==> config.mk <==
export PLATFORM = sky130hd
export DESIGN_NAME = pdc_mul
export DESIGN_NICKNAME = d
export VERILOG_FILES = /design/src/hdl/pdc_pkg.sv /design/src/hdl/pdc_mul.sv
export SDC_FILE = /design/constraint.sdc
export NUM_CORES = 2
export LEC_CHECK = 0
export BUFFER_PORTS_ARGS = -buffer_cell sky130_fd_sc_hd__clkbuf_2
export CAP_MARGIN = 5
export CORE_UTILIZATION = 65
export DETAILED_ROUTE_END_ITERATION = 8
export GPL_TIMING_DRIVEN = 0
export PLACE_DENSITY = 0.84
export SKIP_CTS_REPAIR_TIMING = 1
export SLEW_MARGIN = 5
export SYNTH_ARGS = -nofsm -noshare
export SYNTH_HDL_FRONTEND = slang
export SYNTH_SLANG_ARGS = --single-unit
==> constraint.sdc <==
create_clock -name clock -period 19.9 [get_ports clock]
set_input_delay 0.995 -clock clock [delete_from_list [all_inputs] [get_ports clock]]
set_output_delay 0.995 -clock clock [all_outputs]
set_load 0.005 [all_outputs]
==> src/hdl/pdc_pkg.sv <==
// Shared constants, types and arithmetic helpers for the PID deadband-compensation core.
package pdc_pkg;

   localparam int DATA_WIDTH = 32;
   localparam int FRAC_BITS  = 16;
   localparam int EXT_WIDTH  = DATA_WIDTH + 16;
   localparam int ERR_WIDTH  = DATA_WIDTH + 1;
   localparam int INC_WIDTH  = DATA_WIDTH + 2;
   localparam int SUM_WIDTH  = EXT_WIDTH + 2;
   localparam int MUL_A_W    = EXT_WIDTH;
   localparam int MUL_B_W    = DATA_WIDTH + 2;
   localparam int DIGIT_W    = 16;
   localparam int MUL_DIGITS = 3;
   localparam int PROD_W     = MUL_A_W + MUL_B_W;
   localparam int DIV_NUM_W  = 64;
   localparam int DIV_DEN_W  = 32;
   localparam int FIN_WIDTH  = DIV_NUM_W + 2;

   typedef enum logic [2:0] {
      CSR_PROP_GAIN,
      CSR_INTEG_GAIN,
      CSR_DERIV_POLE,
      CSR_DERIV_GAIN,
      CSR_LIMIT_LOW,
      CSR_LIMIT_HIGH,
      CSR_DB_LOW,
      CSR_DB_HIGH
   } csr_idx_type;

   typedef enum logic [3:0] {
      ST_IDLE,
      ST_INT_GO,
      ST_INT_WAIT,
      ST_POLE_GO,
      ST_POLE_WAIT,
      ST_GAIN_GO,
      ST_GAIN_WAIT,
      ST_PROP_GO,
      ST_PROP_WAIT,
      ST_SUM,
      ST_DB_GO,
      ST_DB_WAIT,
      ST_DIV_GO,
      ST_DIV_WAIT,
      ST_FINISH
   } state_type;

   typedef struct packed {
      logic               start;
      logic [MUL_A_W-1:0] a_mag;
      logic [MUL_B_W-1:0] b_mag;
   } mul_req_type;

   typedef struct packed {
      logic                 start;
      logic [DIV_NUM_W-1:0] num;
      logic [DIV_DEN_W-1:0] den;
   } div_req_type;

   function automatic logic [EXT_WIDTH-1:0] abs_ext(input logic signed [EXT_WIDTH-1:0] x);
      abs_ext = x[EXT_WIDTH-1] ? EXT_WIDTH'(-x) : EXT_WIDTH'(x);
   endfunction

   // round half away from zero after dropping the fraction, saturate to bits
   function automatic logic signed [EXT_WIDTH-1:0] rnd_sat(input logic [PROD_W-1:0] prod,
                                                           input logic neg,
                                                           input int bits);
      logic [PROD_W:0]           half;
      logic [PROD_W:0]           biased;
      logic [PROD_W-FRAC_BITS:0] r;
      logic [PROD_W-FRAC_BITS:0] lim;
      half = '0;
      half[FRAC_BITS-1] = 1'b1;
      biased = {1'b0, prod} + half;
      r = biased[PROD_W:FRAC_BITS];
      lim = '0;
      lim[bits-1] = 1'b1;
      if (!neg) begin
         lim = lim - 1'b1;
      end
      if (r > lim) begin
         r = lim;
      end
      if (neg) begin
         r = -r;
      end
      rnd_sat = $signed(r[EXT_WIDTH-1:0]);
   endfunction

   function automatic logic signed [DATA_WIDTH-1:0] clamp_lim(
         input logic signed [SUM_WIDTH-1:0] x,
         input logic [DATA_WIDTH-2:0] hi,
         input logic signed [DATA_WIDTH-1:0] lo);
      logic signed [SUM_WIDTH-1:0] hi_x;
      logic signed [SUM_WIDTH-1:0] lo_x;
      logic signed [SUM_WIDTH-1:0] m;
      hi_x = $signed(SUM_WIDTH'(hi));
      lo_x = SUM_WIDTH'(lo);
      m = (hi_x < x) ? hi_x : x;
      m = (m >= lo_x) ? m : lo_x;
      clamp_lim = m[DATA_WIDTH-1:0];
   endfunction

   function automatic logic signed [EXT_WIDTH-1:0] sat_ext(input logic signed [EXT_WIDTH:0] x);
      if (x[EXT_WIDTH] != x[EXT_WIDTH-1]) begin
         sat_ext = x[EXT_WIDTH] ? {1'b1, {(EXT_WIDTH-1){1'b0}}} : {1'b0, {(EXT_WIDTH-1){1'b1}}};
      end else begin
         sat_ext = x[EXT_WIDTH-1:0];
      end
   endfunction

   function automatic logic signed [DATA_WIDTH-1:0] sat_data(
         input logic signed [FIN_WIDTH-1:0] x);
      if (x[FIN_WIDTH-1:DATA_WIDTH-1] != {(FIN_WIDTH-DATA_WIDTH+1){x[FIN_WIDTH-1]}}) begin
         sat_data = x[FIN_WIDTH-1] ? {1'b1, {(DATA_WIDTH-1){1'b0}}}
                                   : {1'b0, {(DATA_WIDTH-1){1'b1}}};
      end else begin
         sat_data = x[DATA_WIDTH-1:0];
      end
   endfunction

endpackage

==> src/hdl/pdc_mul.sv <==
// Shared unsigned multiplier, one 16-bit digit of the second operand per cycle.
module pdc_mul import pdc_pkg::*; (
   input  logic              clock,
   input  logic              reset,
   input  mul_req_type       mul_req,
   output logic              mul_done,
   output logic [PROD_W-1:0] mul_prod
);

   localparam int B_PAD = DIGIT_W * MUL_DIGITS;

   logic [MUL_A_W-1:0] a_ff, a_in;
   logic [B_PAD-1:0]   b_ff, b_in;
   logic [1:0]         cnt_ff, cnt_in;
   logic               busy_ff, busy_in;
   logic               done_ff, done_in;
   logic [PROD_W-1:0]  acc_ff, acc_in;
   logic [DIGIT_W-1:0] digit;
   logic [MUL_A_W+DIGIT_W-1:0] pp;

   assign digit = b_ff[cnt_ff*DIGIT_W +: DIGIT_W];
   assign pp    = a_ff * digit;

   always_comb begin
      a_in    = a_ff;
      b_in    = b_ff;
      cnt_in  = cnt_ff;
      busy_in = busy_ff;
      done_in = 1'b0;
      acc_in  = acc_ff;
      if (mul_req.start) begin
         a_in    = mul_req.a_mag;
         b_in    = B_PAD'(mul_req.b_mag);
         cnt_in  = 2'(MUL_DIGITS - 1);
         busy_in = 1'b1;
         acc_in  = '0;
      end else if (busy_ff) begin
         acc_in = (acc_ff << DIGIT_W) + PROD_W'(pp);
         if (cnt_ff == 2'd0) begin
            busy_in = 1'b0;
            done_in = 1'b1;
         end else begin
            cnt_in = cnt_ff - 2'd1;
         end
      end
   end

   always_ff @(posedge clock) begin
      if (reset) begin
         busy_ff <= 1'b0;
         done_ff <= 1'b0;
      end else begin
         busy_ff <= busy_in;
         done_ff <= done_in;
      end
   end

   always_ff @(posedge clock) begin
      a_ff   <= a_in;
      b_ff   <= b_in;
      cnt_ff <= cnt_in;
      acc_ff <= acc_in;
   end

   assign mul_done = done_ff;
   assign mul_prod = acc_ff;

endmodule

; Word-level counts from Yosys, hierarchy flattened
; Cells that the tools add are included.
[op_classes]
mux = 4
shift = 1
n_bitwise = 2
add_sub_neg = 2
n_mul = 1
n_reduce_logical = 3
[op_table]
columns = op, n
row1 = $add A82 B64 Y82, 1
row2 = $mul A48 B16 Y64, 1
row3 = $shiftx A48 B7 Y16, 1
row4 = $mux W1, 4
row5 = $reduce_or A3 Y1, 1
row6 = $logic_not A2 Y1, 1
row7 = $not A1 Y1, 2
row8 = $reduce_and A2 Y1, 1
row9 = $sub A2 B1 Y2 const B, 1
[word_totals]
inputBits = 85
register_bits = 168
wordCells = 19
out_inout_bits = 83

; Depth between registers and ports, before layout
[depth]
depth_word = 4
ltp_mapped = 31
mapped_depth_nobuf = 26

; Least setup slack after synthesis
; No wires, ideal clock.
[synth_path]
path_kind = reg-to-reg
from = register cnt_ff[0]
to = register acc_ff[78] (netlist: mul_prod[78])
arrival_ns = 7.519
synth_period_minus_slack_ns = 7.610
slack_ns = 12.290
path_stages_with_launch = 28
required_ns = 19.809
n_path_buf = 5
setup_time_ns = 0.091
path_cell_list = dfxtp_1 -> clkbuf_1 -> clkbuf_1 -> mux2i_1 -> nor2_1 -> clkbuf_1 -> clkbuf_1 -> nand2_1 -> fa_1 -> inv_1 -> fa_1 -> fa_1 -> fa_1 -> fa_1 -> inv_1 -> fa_1 -> inv_1 -> ha_1 -> buf_2 -> nand4_1 -> nor4_2 -> nand2_1 -> nor3_1 -> a22oi_1 -> a21oi_2 -> nor2_1 -> or4_1 -> a311oi_1
[synth_via]
elab_chain_cells = 3
[synth_rtl]
columns = element, line_no
row1 = "start, declared", pdc_mul.sv:14  ; logic [1:0] cnt_ff, cnt_in;
row2 = "start signal, assigned", pdc_mul.sv:61  ; cnt_ff <= cnt_in;
row3 = $shiftx A48 B7 Y16, pdc_mul.sv:21  ; assign digit = b_ff[cnt_ff*DIGIT_W +: DIGIT_W];
row4 = $mul A48 B16 Y64, pdc_mul.sv:22  ; assign pp = a_ff * digit;
row5 = $add A82 B64 Y82, pdc_mul.sv:38  ; acc_in = (acc_ff << DIGIT_W) + PROD_W'(pp);
row6 = "end signal, assigned", pdc_mul.sv:62  ; acc_ff <= acc_in;
row7 = "end, declared", pdc_mul.sv:17  ; logic [PROD_W-1:0] acc_ff, acc_in;
; No other way between the ends.
; A chain may end at the register's enable or synchronous reset.

; Worst setup path in the final report
; Ends and elaborated chain as after synthesis.

==> impl_metrics.tcl <==
set metrics [dict create \
    gp_congestion 1.02 \
    syn_inst 3561 \
    power_mw 4.49 \
    die_y_um 225 \
    fin_util_pct 70.6 \
    stdcell_count 4430 \
    crit_top_cell "fa_1" \
    synth_top_area_share_pct 42.9 \
    clkLatencyLatePin_ns 0.52 \
    ys_seq_area_share_pct 13.0 \
    drive_gt1_share_pct 6.43 \
    hold_path_class "reg -> reg" \
    clk_pin_slew_ns 0.09 \
    setup_viol 0 \
    cp.arrival_ns 10.55 \
    synthToLayoutAreaGrowth_pct 7.28 \
    cts_tree "done" \
    leakagePower_nw 17.1 \
    clock_path_buffers 2 \
    dieArea_mm2 0.0504 \
    critPathKind "reg -> reg" \
    multi_input_area_mm2 0.0241 \
    grt_max_degree 54 \
    avgViaCountPerCell 5.87 \
    syn_avg_cell_area_um2 9.05 \
    rsz0062_at_grt "no" \
    grt.total_usage_pct 42.6 \
    die_x_um 225 \
    drtIter0Drc 2375 \
    grt_pass1_wl_um 157000 \
    hold_viol 0 \
    crit_path_end_kind "flop" \
    fin_nets 4676 \
    num_rows 81 \
    synth.area.top_cells "fa_1, inv_1, edfxtp_1" \
    fin_crit_sh_pct 50.9 \
    htree_levels 4 \
    pin_count 168 \
    status "completed" \
    wl_per_cell_um 22.9 \
    port_buffers 167 \
    synthArstFlopShare_pct 0 \
    ff_latch_area_mm2 0.00418 \
    routed_wl_um 101000 \
    synth_seq_cells 168 \
    final_antenna_net_count 0 \
    cp_slowest_stage_delay_ns 0.76 \
    ir_worst_vdd_v 0.000132 \
    fin_crit_ns 10.13 \
    initial_utilization_pct 65.8 \
    syn-num-nets 4489 \
    remaining_drc_errors 0 \
    start_kind "flop" \
    ys_types 76 \
    dp_cells 4393 \
    drv_slew 0 \
    cts_num_sinks 168 \
    worstPathRequired_ns 20.32 \
    synth_edf_count 82 \
    maxCapViolations 0 \
    max_slew_margin_pct 2.80 \
    core-area_mm2 0.0490 \
    synthesis.area_mm2 0.0322 \
    grt_pass1_vias 27300 \
    dp_hpwl_um 83000 \
    grt_overflow 0 \
    fmax_mhz 98.7 \
    ys.flop_type "dfxtp_1" \
    fillers 3831 \
    root_buffer "clkbuf_16" \
    crit_fanout 10 \
    critPathSlowestCell "clkbuf_1" \
    fin_setup_tns_ns 0 \
    cts_buffers 17 \
    yosysWarningCount 0 \
    skew_ns 0.0366 \
    drt_first_pass_iters 8 \
    synth_largest_area_cell "fa_1" \
    vias 26000 \
    antenna_found_initial 6 \
    tightest_slew_ns 1.46 \
    p_per_area_mw_per_mm2 130 \
    hold_ws_ns 0.495 \
]
==> cell type report <==
type | instances | share of cell area [%]
multi-input cells | 2359 | 69.7
flip-flops and latches | 168 | 12.1
inverters | 846 | 9.19
repair buffers | 168 | 2.51
well taps | 664 | 2.40
plain buffers | 188 | 2.23
clock buffers | 17 | 1.23
clock inverters | 15 | 0.597
diodes | 5 | 0.0362
==> cell families after synthesis <==
| group | Yosys count | synth area share [%] |
|---|---|---|
| simple gates | 1088 | 16.3 |
| buf+inv | 1034 | 12.2 |
| compound gates | 316 | 6.37 |
| mux | 61 | 1.90 |
| xor+xnor | 51 | 1.39 |
| flops | 168 | 13.0 |
| fa+ha+maj | 843 | 48.8 |
==> cells in the final DEF, fill, tap and decap left out, types with 24 or more instances in the layout <==
cell type	netlist	routed
inv_1	846	846
fa_1	690	690
nand2_1	530	530
and2_1	318	318
clkbuf_2	3	171
clkbuf_1	156	154
ha_1	153	153
nor2_1	112	112
a21oi_1	92	92
dfxtp_1	86	86
edfxtp_1	82	82
o21ai_0	60	60
mux2i_1	59	59
a21o_1	32	32
xnor2_1	30	30
nand4_1	24	24
==> cells in the mapped netlist (all sizes together), types with 17 or more instances <==
library cell	instances
fa	690
nand4	24
nor2	112
inv	846
clkbuf	160
and2	318
buf	27
o21bai	23
xor2	21
ha	153
edfxtp	82
a21o	32
dfxtp	86
a21oi	95
xnor2	30
mux2i	59
nand2	530
o21ai	65
nand3	17
==> stage by stage <==
stage | instance area (µm²) | setup slack (ns)
2_1_floorplan | 32200 | 12.29
3_3_place_gp | 33900 | 10.07
3_5_place_dp | 33900 | 10.03
4_1_cts | 34500 | 9.94
5_1_grt | 34500 | 9.36
6_report | 34600 | 9.77
==> where the power goes <==
group	switching, mW	total (mW)	internal, mW
Combinational	2.36	3.62	1.25
Sequential	0.0841	0.502	0.418
Clock	0.197	0.372	0.175
==> registers in the layout, indices dropped and copies added (netlist names) <==
register,cells
a_ff,48
b_ff,34
busy_ff,1
cnt_ff,2
mul_done,1
mul_prod,82
==> worst max-delay path, delay by kind of cell (launching register included) <==
family | cells | cell delay, ns
and+or+nand+nor | 8 | 2.46
AOI/OAI and AO/OA | 3 | 0.80
DFF | 1 | 0.32
buffers and inverters | 8 | 2.93
muxes | 1 | 0.16
adders and majority gates | 7 | 3.34
==> layer usage <==
| metal | part of all wire [%] | track usage [%] | vias to the layer above |
|---|---|---|---|
| met2 | 45 | 65.1 | 1602 |
| met5 | 0 | 0 | - |
| li1 | - | - | 11000 |
| met1 | 35 | 53.3 | 13000 |
| met3 | 12 | 12.0 | 391 |
| met4 | 7.7 | 28.1 | 0 |
==> path summary, 6_finish.rpt <==
kind,from,endpoint,slack (ns),cells past startpoint
worst max-delay path,cnt_ff[0],mul_prod[78],9.77,27
worst min-delay path,mul_prod[69],mul_prod[69],0.49,2
worst max register to register,cnt_ff[0],mul_prod[78],9.77,27
worst min register to register,mul_prod[69],mul_prod[69],0.49,2
Power figures use the tool's default switching activity.
