===== src/hdl/pdc_pkg.sv =====
// Shared constants, types and arithmetic helpers for the PID deadband-compensation core.
package pdc_pkg;

   localparam int DATA_WIDTH = 32;
   localparam int FRAC_BITS  = 16;
   localparam int EXT_WIDTH  = DATA_WIDTH + 16;
   localparam int ERR_WIDTH  = DATA_WIDTH + 1;
   localparam int INC_WIDTH  = DATA_WIDTH + 2;
   localparam int SUM_WIDTH  = EXT_WIDTH + 2;
   localparam int MUL_A_W    = EXT_WIDTH;
   localparam int MUL_B_W    = DATA_WIDTH + 2;
   localparam int DIGIT_W    = 16;
   localparam int MUL_DIGITS = 3;
   localparam int PROD_W     = MUL_A_W + MUL_B_W;
   localparam int DIV_NUM_W  = 64;
   localparam int DIV_DEN_W  = 32;
   localparam int FIN_WIDTH  = DIV_NUM_W + 2;

   typedef enum logic [2:0] {
      CSR_PROP_GAIN,
      CSR_INTEG_GAIN,
      CSR_DERIV_POLE,
      CSR_DERIV_GAIN,
      CSR_LIMIT_LOW,
      CSR_LIMIT_HIGH,
      CSR_DB_LOW,
      CSR_DB_HIGH
   } csr_idx_type;

   typedef enum logic [3:0] {
      ST_IDLE,
      ST_INT_GO,
      ST_INT_WAIT,
      ST_POLE_GO,
      ST_POLE_WAIT,
      ST_GAIN_GO,
      ST_GAIN_WAIT,
      ST_PROP_GO,
      ST_PROP_WAIT,
      ST_SUM,
      ST_DB_GO,
      ST_DB_WAIT,
      ST_DIV_GO,
      ST_DIV_WAIT,
      ST_FINISH
   } state_type;

   typedef struct packed {
      logic               start;
      logic [MUL_A_W-1:0] a_mag;
      logic [MUL_B_W-1:0] b_mag;
   } mul_req_type;

   typedef struct packed {
      logic                 start;
      logic [DIV_NUM_W-1:0] num;
      logic [DIV_DEN_W-1:0] den;
   } div_req_type;

   function automatic logic [EXT_WIDTH-1:0] abs_ext(input logic signed [EXT_WIDTH-1:0] x);
      abs_ext = x[EXT_WIDTH-1] ? EXT_WIDTH'(-x) : EXT_WIDTH'(x);
   endfunction

   // round half away from zero after dropping the fraction, saturate to bits
   function automatic logic signed [EXT_WIDTH-1:0] rnd_sat(input logic [PROD_W-1:0] prod,
                                                           input logic neg,
                                                           input int bits);
      logic [PROD_W:0]           half;
      logic [PROD_W:0]           biased;
      logic [PROD_W-FRAC_BITS:0] r;
      logic [PROD_W-FRAC_BITS:0] lim;
      half = '0;
      half[FRAC_BITS-1] = 1'b1;
      biased = {1'b0, prod} + half;
      r = biased[PROD_W:FRAC_BITS];
      lim = '0;
      lim[bits-1] = 1'b1;
      if (!neg) begin
         lim = lim - 1'b1;
      end
      if (r > lim) begin
         r = lim;
      end
      if (neg) begin
         r = -r;
      end
      rnd_sat = $signed(r[EXT_WIDTH-1:0]);
   endfunction

   function automatic logic signed [DATA_WIDTH-1:0] clamp_lim(
         input logic signed [SUM_WIDTH-1:0] x,
         input logic [DATA_WIDTH-2:0] hi,
         input logic signed [DATA_WIDTH-1:0] lo);
      logic signed [SUM_WIDTH-1:0] hi_x;
      logic signed [SUM_WIDTH-1:0] lo_x;
      logic signed [SUM_WIDTH-1:0] m;
      hi_x = $signed(SUM_WIDTH'(hi));
      lo_x = SUM_WIDTH'(lo);
      m = (hi_x < x) ? hi_x : x;
      m = (m >= lo_x) ? m : lo_x;
      clamp_lim = m[DATA_WIDTH-1:0];
   endfunction

   function automatic logic signed [EXT_WIDTH-1:0] sat_ext(input logic signed [EXT_WIDTH:0] x);
      if (x[EXT_WIDTH] != x[EXT_WIDTH-1]) begin
         sat_ext = x[EXT_WIDTH] ? {1'b1, {(EXT_WIDTH-1){1'b0}}} : {1'b0, {(EXT_WIDTH-1){1'b1}}};
      end else begin
         sat_ext = x[EXT_WIDTH-1:0];
      end
   endfunction

   function automatic logic signed [DATA_WIDTH-1:0] sat_data(
         input logic signed [FIN_WIDTH-1:0] x);
      if (x[FIN_WIDTH-1:DATA_WIDTH-1] != {(FIN_WIDTH-DATA_WIDTH+1){x[FIN_WIDTH-1]}}) begin
         sat_data = x[FIN_WIDTH-1] ? {1'b1, {(DATA_WIDTH-1){1'b0}}}
                                   : {1'b0, {(DATA_WIDTH-1){1'b1}}};
      end else begin
         sat_data = x[DATA_WIDTH-1:0];
      end
   endfunction

endpackage


===== src/hdl/pdc_div.sv =====
// Restoring unsigned divider, one quotient bit per cycle.
module pdc_div import pdc_pkg::*; (
   input  logic                 clock,
   input  logic                 reset,
   input  div_req_type          div_req,
   output logic                 div_done,
   output logic [DIV_NUM_W-1:0] div_quo
);

   logic [DIV_NUM_W-1:0] num_ff, num_in;
   logic [DIV_DEN_W-1:0] den_ff, den_in;
   logic [DIV_DEN_W-1:0] rem_ff, rem_in;
   logic [5:0]           cnt_ff, cnt_in;
   logic                 busy_ff, busy_in;
   logic                 done_ff, done_in;
   logic [DIV_DEN_W:0]   shifted;
   logic [DIV_DEN_W:0]   diff;
   logic                 fits;

   assign shifted = {rem_ff, num_ff[DIV_NUM_W-1]};
   assign diff    = shifted - {1'b0, den_ff};
   assign fits    = shifted >= {1'b0, den_ff};

   always_comb begin
      num_in  = num_ff;
      den_in  = den_ff;
      rem_in  = rem_ff;
      cnt_in  = cnt_ff;
      busy_in = busy_ff;
      done_in = 1'b0;
      if (div_req.start) begin
         num_in  = div_req.num;
         den_in  = div_req.den;
         rem_in  = '0;
         cnt_in  = 6'(DIV_NUM_W - 1);
         busy_in = 1'b1;
      end else if (busy_ff) begin
         rem_in = fits ? diff[DIV_DEN_W-1:0] : shifted[DIV_DEN_W-1:0];
         num_in = {num_ff[DIV_NUM_W-2:0], fits};
         if (cnt_ff == 6'd0) begin
            busy_in = 1'b0;
            done_in = 1'b1;
         end else begin
            cnt_in = cnt_ff - 6'd1;
         end
      end
   end

   always_ff @(posedge clock) begin
      if (reset) begin
         busy_ff <= 1'b0;
         done_ff <= 1'b0;
      end else begin
         busy_ff <= busy_in;
         done_ff <= done_in;
      end
   end

   always_ff @(posedge clock) begin
      num_ff <= num_in;
      den_ff <= den_in;
      rem_ff <= rem_in;
      cnt_ff <= cnt_in;
   end

   assign div_done = done_ff;
   assign div_quo  = num_ff;

endmodule


===== config.mk =====
export PLATFORM = sky130hd
export DESIGN_NAME = pdc_div
export DESIGN_NICKNAME = d
export VERILOG_FILES = /design/src/hdl/pdc_pkg.sv /design/src/hdl/pdc_div.sv
export SDC_FILE = /design/constraint.sdc
export NUM_CORES = 1
export LEC_CHECK = 0
export ABC_AREA = 1
export BUFFER_PORTS_ARGS = -buffer_cell sky130_fd_sc_hd__buf_2
export CELL_PAD_IN_SITES_DETAIL_PLACEMENT = 0
export CELL_PAD_IN_SITES_GLOBAL_PLACEMENT = 1
export CORE_ASPECT_RATIO = 1.1
export CORE_MARGIN = 1.5
export CORE_UTILIZATION = 40
export DETAILED_ROUTE_END_ITERATION = 10
export GPL_ROUTABILITY_DRIVEN = 1
export PLACE_DENSITY = 0.93
export SETUP_SLACK_MARGIN = 0.3
export SYNTH_ARGS = -nofsm -noshare
export SYNTH_HDL_FRONTEND = slang
export SYNTH_SLANG_ARGS = --single-unit

===== constraint.sdc =====
create_clock -name clock -period 4.5 [get_ports clock]
set_clock_uncertainty 0.2 [all_clocks]
set_input_delay 0.225 -clock clock [delete_from_list [all_inputs] [get_ports clock]]
set_output_delay 0.225 -clock clock [all_outputs]
set_load 0.05 [all_outputs]

== Word-level counts from Yosys, hierarchy flattened ==
Cells that the tools add are included.

* $add $sub $neg: 2
* Mux-type cells: 7
* Reductions and logical operators: 4
* Order comparisons: 1
* Bitwise logic cells: 2

{| class="wikitable"
|+ Operator list
! operator !! number
|-
| 64-bit two-way mux || 2
|-
| 33-bit by 32-bit greater-or-equal comparator with 1-bit output || 1
|-
| 32-bit two-way mux || 1
|-
| 32-bit subtractor || 1
|-
| 6-bit zero test || 1
|-
| 6-bit by 1-bit subtractor with 6-bit output (second input constant) || 1
|-
| 1-bit two-way mux || 4
|-
| 3-bit OR reduction || 1
|-
| 1-bit NOT || 2
|-
| 2-bit AND reduction || 1
|-
| 2-bit nonzero test || 1
|}

* Output and inout bits: 65
* Input bits: 99
* Logic and storage cells: 22
* Register bits: 136

== Logic depth before layout (Yosys ltp) ==
Gate-level depths: netlist of the first run.

* Depth after elaboration: 4
* Gate-level depth with buffers: 17
* Depth with buffers taken out: 16

== Worst setup path before layout of the first run ==
OpenSTA, ideal clock, no wires.

* Kind: reg-to-reg
* Start: register busy_ff
* End: register num_ff[0] (netlist: div_quo[0]) (enable)
* Period minus slack after synthesis: 3115 ps
* Required time: 3846 ps
* Cell stages (with the launch flop): 4
* Arrival time: 2461 ps
* Path buffers: 1
* Library setup time: 454 ps
* Path slack: 1385 ps
* Cells stage by stage: dfxtp_1 nor2_1 inv_1 clkbuf_1

* Word-level cells in the longest chain between the ends: 1

{| class="wikitable"
|+ Ends and longest elaborated chain
! element !! RTL line !! source
|-
| start: declaration || pdc_div.sv:14 || <nowiki>logic busy_ff, busy_in;</nowiki>
|-
| start signal: assignment || pdc_div.sv:54 || <nowiki>busy_ff <= busy_in;</nowiki>
|-
| 2-bit nonzero test (no line) || n/a ||
|-
| end signal: assignment || pdc_div.sv:60 || <nowiki>num_ff <= num_in;</nowiki>
|-
| end: declaration || pdc_div.sv:10 || <nowiki>logic [DIV_NUM_W-1:0] num_ff, num_in;</nowiki>
|}

Every way passes these cells.
A chain may end at the register's enable or synchronous reset.

== Final worst setup path of the first run ==
* Start: register den_ff[23]
* End: register rem_ff[8]

* Word-level cells in the longest chain between the ends: 2

{| class="wikitable"
|+ Ends and longest elaborated chain
! element !! RTL line !! source
|-
| start: declaration || pdc_div.sv:11 || <nowiki>logic [DIV_DEN_W-1:0] den_ff, den_in;</nowiki>
|-
| start signal: assignment || pdc_div.sv:61 || <nowiki>den_ff <= den_in;</nowiki>
|-
| 33-bit by 32-bit greater-or-equal comparator with 1-bit output || pdc_div.sv:22 || <nowiki>assign fits = shifted >= {1'b0, den_ff};</nowiki>
|-
| 32-bit two-way mux || pdc_div.sv:38 || <nowiki>rem_in = fits ? diff[DIV_DEN_W-1:0] : shifted[DIV_DEN_W-1:0];</nowiki>
|-
| end signal: assignment || pdc_div.sv:62 || <nowiki>rem_ff <= rem_in;</nowiki>
|-
| end: declaration || pdc_div.sv:12 || <nowiki>logic [DIV_DEN_W-1:0] rem_ff, rem_in;</nowiki>
|}

Every way passes these cells.

==> results of run 1 <==
==> registers in the layout (all words and copies together) (netlist names) <==
register  count
div_quo      64
den_ff       32
rem_ff       32
cnt_ff        6
busy_ff       1
div_done      1
==> placed cells by master (no fill, tap or decap), types with 14 or more instances in the layout <==
cell type      Yosys  routed
nand2_1          505     505
inv_1            184     183
buf_2              4     162
dlygate4sd3_1      0      97
edfxtp_1          96      96
nand3_1           85      85
nor2_1            44      44
dfxtp_1           40      40
ha_1              34      34
a21oi_1           24      24
clkbuf_16          0      17
nand3b_1          14      14
==> cell type report <==
cell class | count | area [um^2]
inverters | 186 | 698
flip-flops and latches | 136 | 3680
well taps | 252 | 315
multi-input cells | 781 | 3660
clock inverters | 15 | 159
repair buffers | 266 | 1830
fillers | 1882 | 9220
clock buffers | 17 | 425
==> per-stage QoR <==
stage,instance area [um^2],power (W),setup slack (ns)
floorplan,8200,0.00192,1.38
global placement,9220,0.00210,1.69
global route,10800,0.00370,1.33
CTS,10800,0.00359,1.61
finish,10800,0.00357,1.63
detailed placement,9220,0.00210,1.64
==> worst register-to-register path: cells and delay by family (launching register included) <==
family / cells / cell delay [ns]
compound gates: 2 / 0.32
fa+ha+maj: 1 / 0.39
buf+inv: 2 / 0.09
flops: 1 / 0.33
simple gates: 8 / 1.48
==> cell families after synthesis <==
family,count (synthesis),share of synthesized area
simple gates,683,0.346
xor+xnor,14,0.0150
compound gates,49,0.0316
fa+ha+maj,35,0.0543
buf+inv,215,0.104
flops,136,0.449
==> power by group through the flow <==
stage	clock [W]	sequential, W	combinational [W]
6_report	0.00142	0.00150	0.000655
2_1_floorplan	0	0.00172	0.000200
3_5_place_dp	0	0.00152	0.000582
4_1_cts	0.00144	0.00149	0.000648
5_1_grt	0.00149	0.00150	0.000709
3_3_place_gp	0	0.00152	0.000578
==> what timing repair did <==
item	in CTS	in global routing
hold endpoints to repair	98	0
endpoints found under the setup margin	0	0
hold buffers	97	0
gates resized for setup	0	0
==> routing by layer <==
metal,track usage,part of all wire
met2,0.410,0.49
met1,0.275,0.42
met3,0.0598,0.069
met4,0.0846,0.025
met5,0,0
==> worst max-delay path by stage <==
stage	startpoint	end	slack (ns)	cells past startpoint
floorplan	busy_ff	div_quo[0]	1.38	3
global placement	den_ff[29]	rem_ff[1]	1.69	13
detailed placement	den_ff[8]	rem_ff[1]	1.64	13
CTS	den_ff[8]	rem_ff[1]	1.61	13
global route	den_ff[29]	rem_ff[1]	1.33	13
finish	den_ff[23]	rem_ff[8]	1.63	13
==> out/qor.yml, run 1 <==
status:
  status: "completed"
worst_setup_path:
  cp_slowest_cell: "nor2_4"
  critPathMaxStageDelay_ns: 0.44
  required_ns: 4.64
  path_max_fanout: 32
  crit_type: "reg2reg"
  timing.rr.start: "den_ff[23]"
  cp-end-kind: "register"
  crit_arrival_ns: 3.01
  path_cells: "inv_1 -> ha_1 -> nand2_2 -> inv_2 -> a21oi_1 -> nand2_1 -> nand2_1 -> nand2_1 -> nor2_4 -> nand2_4 -> nand2_1 -> nand3_1 -> o21ai_1"
  reg2reg_slack_ns: 1.63
  path_delay_family: "simple AND/OR/NAND/NOR gates"
  regToRegEndpoint: "rem_ff[8]"
  worst_r2r_path_depth: 13
  startpoint_type: "register"
  path_buf_inv: 2
  critical_path.most_common_cell: "nand2_1"
logic_synthesis:
  ys_types: 34
  synthFlopType: "edfxtp_1"
  seq_area_frac_synth: 0.449
  synth_area_um2: 8200
  avgSynthCellArea_um2: 7.24
  synthTopCellsByArea: "edfxtp_1, nand2_1, dfxtp_1, inv_1, ha_1"
  ys_async_sr_fraction: 0
  synth_top_area_share: 0.352
  ys_ff_latch: 136
  syn_nets: 1266
  yosys.area.top_type: "edfxtp_1"
  synthCells: 1132
  yosysWarnings: 0
  synthMostInstantiatedCell: "nand2_1"
  synth_edf_count: 96
  synthTopCellsByCount: "nand2_1, inv_1, edfxtp_1, nand3_1, nor2_1"
clocking:
  cts.sinks: 136
  cts_setup_buffers: 0
  clk_pin_slew_ns: 0.07
  htreeDepth: 4
  cts_buffer_depth: 2
  cts_tree: "done"
  clockRootBuffer: "clkbuf_16"
  cts_buffers: 17
  insertion_delay_ns: 0.43
pwr:
  cellLeakagePower_nw: 5.72
  p_int_w: 0.00244
  p_comb_frac: 0.184
  power_frac_seq: 0.419
  vdd_drop_max_mv: 0.253
  power_switching_w: 0.00113
  netSwitchingFraction: 0.317
  clkPwrFrac: 0.397
  powerDensity_nw_per_um2: 331
place:
  io_buffers: 163
  dp_cells: 1524
  dp_hpwl_mm: 16.4
  globalplace.congestion: 0.952
global_route:
  antenna_found_initial: 0
  grt_use_total: 0.233
  grt_pass1_wl_mm: 39.7
  grt-ovfl-total: 0
  grt_max_degree: 70
  first_global_vias: 8209
detailed_routing:
  wirelength_mm: 24.0
  ant_nets: 0
  drt_iter0_drc: 520
  drc: 0
  via_per_inst: 4.80
  dr_total_vias: 7928
  dr.pass1.iters: 5
  routedWlPerCell_um: 14.5
floorplanning:
  rows: 54
  start_util: 0.410
  core_region_area_um2: 20000
  dieHeight_um: 153
  die_x_um: 140
  io_pins: 164
  fp.dieArea_um2: 21400
cells_and_area:
  antenna_cells: 0
  fin_util: 0.539
  fin_cells: 1653
  num-nets-final: 1522
  syn2layout_area_growth_pct: 31.4
  drive_gt1_frac: 0.156
timing:
  drv_slew: 0
  min_period_over_period: 0.637
  slew_headroom: 0.232
  setup_viol: 0
  rsz0062_at_grt: "false"
  timing.fmax_mhz: 349
  finalHoldViolations: 0
  layout_min_cycle_time_ns: 2.87
  setup_tns_ns: 0
  timing.hold.ws_ns: 0.106
  tightestPinTransition_ns: 1.15
min_path:
  hp-class: "in2reg"
  whs_path_depth: 1
  min_to: "den_ff[7]"
  worstHoldStart: "div_req[96]"
flow_run:
  drv_cap: 0
Power figures use the tool's default switching activity.
==> run 2, diff against run 1 <==
==> constraint.sdc (replaced) <==
create_clock -name clock -period 2.88 [get_ports clock]
set_clock_uncertainty 0.2 [all_clocks]
set_input_delay 0.144 -clock clock [delete_from_list [all_inputs] [get_ports clock]]
set_output_delay 0.144 -clock clock [all_outputs]
set_load 0.05 [all_outputs]
==> out/qor.yml, run 2 (same netlist as run 1, synthesis figures left out) <==
worst_setup_path:
  path_max_fanout: 8
  crit_start: "den_ff[22]"
  critPathMaxStageDelay_ns: 0.38
  critical_path.most_common_cell: "nand2_1"
  cp-end-kind: "register"
  path_buf_inv: 3
  required_ns: 2.97
  crit_arrival_ns: 2.55
  cp_slowest_cell: "ha_2"
  timing.rr.start: "den_ff[22]"
  path_cells: "inv_1 -> ha_2 -> nand2_1 -> nor2_1 -> nand2_1 -> nor3_4 -> buf_4 -> nand2_8 -> buf_12 -> nand2_8 -> nand2_1 -> nand3_1 -> o21ai_1"
  startpoint_type: "register"
  path_delay_family: "simple AND/OR/NAND/NOR gates"
  crit_type: "reg2reg"
  reg2reg_slack_ns: 0.42
floorplanning:
  fp.dieArea_um2: 21400
  dieHeight_um: 153
  die_x_um: 140
  io_pins: 164
  core_region_area_um2: 20000
  rows: 54
  start_util: 0.410
cells_and_area:
  num-nets-final: 1544
  final_cell_area_um2: 11300
  syn2layout_area_growth_pct: 37.6
  drive_gt1_frac: 0.191
  final_common_cell: "nand2_1"
  final_cell_mix: "nand2_1, inv_1, buf_2"
  largest_reg_flops: 64
  fillers: 1844
  fin_util: 0.564
  antenna_cells: 0
status:
  violations: "DRC"
  status: "finished, violations left"
global_route:
  grt_use_total: 0.237
  grt_pass1_wl_mm: 40.2
  antenna_found_initial: 0
  grt_max_degree: 70
  grt-ovfl-total: 0
  first_global_vias: 8200
place:
  globalplace.congestion: 0.944
  io_buffers: 163
  dp_hpwl_mm: 16.9
  dp_slack_ns: 0.254
  placed_area_um2: 9270
clocking:
  clockRootBuffer: "clkbuf_16"
  cts_buffers: 17
  cts_tree: "done"
  cts_buffer_depth: 2
  insertion_delay_ns: 0.42
  htreeDepth: 4
  clk_pin_slew_ns: 0.07
  cts.sinks: 136
pwr:
  cellLeakagePower_nw: 5.87
  p_int_w: 0.00379
  p_comb_frac: 0.193
  powerDensity_nw_per_um2: 487
  power_switching_w: 0.00170
  vdd_drop_max_mv: 0.387
  power_w: 0.00550
  clkPwrFrac: 0.382
  netSwitchingFraction: 0.310
  power_frac_seq: 0.425
timing:
  rsz0062_at_grt: "true"
  tightestPinTransition_ns: 1.18
  timing.fmax_mhz: 406
  setup_viol: 0
  layout_min_cycle_time_ns: 2.46
  slew_headroom: 0.213
  min_period_over_period: 0.855
  layout_setup_ws_ns: 0.419
  drv_slew: 0
  finalHoldViolations: 0
  setup_tns_ns: 0
detailed_routing:
  dr_total_vias: 8120
  routedWlPerCell_um: 15.4
  drt_iter0_drc: 586
  dr.pass1.iters: 8
  via_per_inst: 4.85
  drc: 1
  wirelength_mm: 25.7
  ant_nets: 0
flow_run:
  drv_cap: 0
min_path:
  worstHoldStart: "div_req[11]"
  hp-class: "in2reg"
==> run 2: power groups by stage <==
stage          Combinational, W  Sequential (W)  Clock [W]
6_report                0.00106         0.00234    0.00210
5_1_grt                 0.00114         0.00235    0.00221
4_1_cts                 0.00102         0.00234    0.00214
3_5_place_dp           0.000914         0.00237          0
3_3_place_gp           0.000909         0.00237          0
2_1_floorplan          0.000313         0.00269          0
==> run 2: timing repair <==
item	CTS	global route
pin swaps	0	6
gates resized for setup	4	47
setup endpoints to repair	29	33
hold buffers	98	0
endpoints found under the hold margin	99	0
cloned	0	5
buffers inserted	0	12
==> run 2: routing by layer <==
layer | global-route usage | vias up | wire [um]
met5 | 0 | - | 0
met4 | 0.0805 | 0 | 615
met3 | 0.0504 | 47 | 1660
met2 | 0.418 | 288 | 12600
met1 | 0.285 | 3699 | 10900
li1 | - | 4086 | -
==> run 2: final cells by class <==
cell class / count / area [um^2] / share of cell area
multi-input cells: 784 / 3930 / 0.348
repair buffers: 285 / 2110 / 0.187
well taps: 252 / 315 / 0.0279
clock inverters: 13 / 123 / 0.0109
inverters: 186 / 698 / 0.0619
flip-flops and latches: 136 / 3680 / 0.326
clock buffers: 19 / 433 / 0.0384
==> run 2: final timing paths <==
kind,end,depth (start not counted)
max,rem_ff[7],13
min,den_ff[11],2
max reg2reg,rem_ff[7],13
min reg2reg,cnt_ff[0],2
==> run 2: through the flow <==
step,std cells,hold WS [ns]
after floorplan,1132,0.0131
after global placement,1528,0.116
after detailed placement,1528,0.119
after CTS,1658,0.211
after global routing,1675,0.243
final,1675,0.231
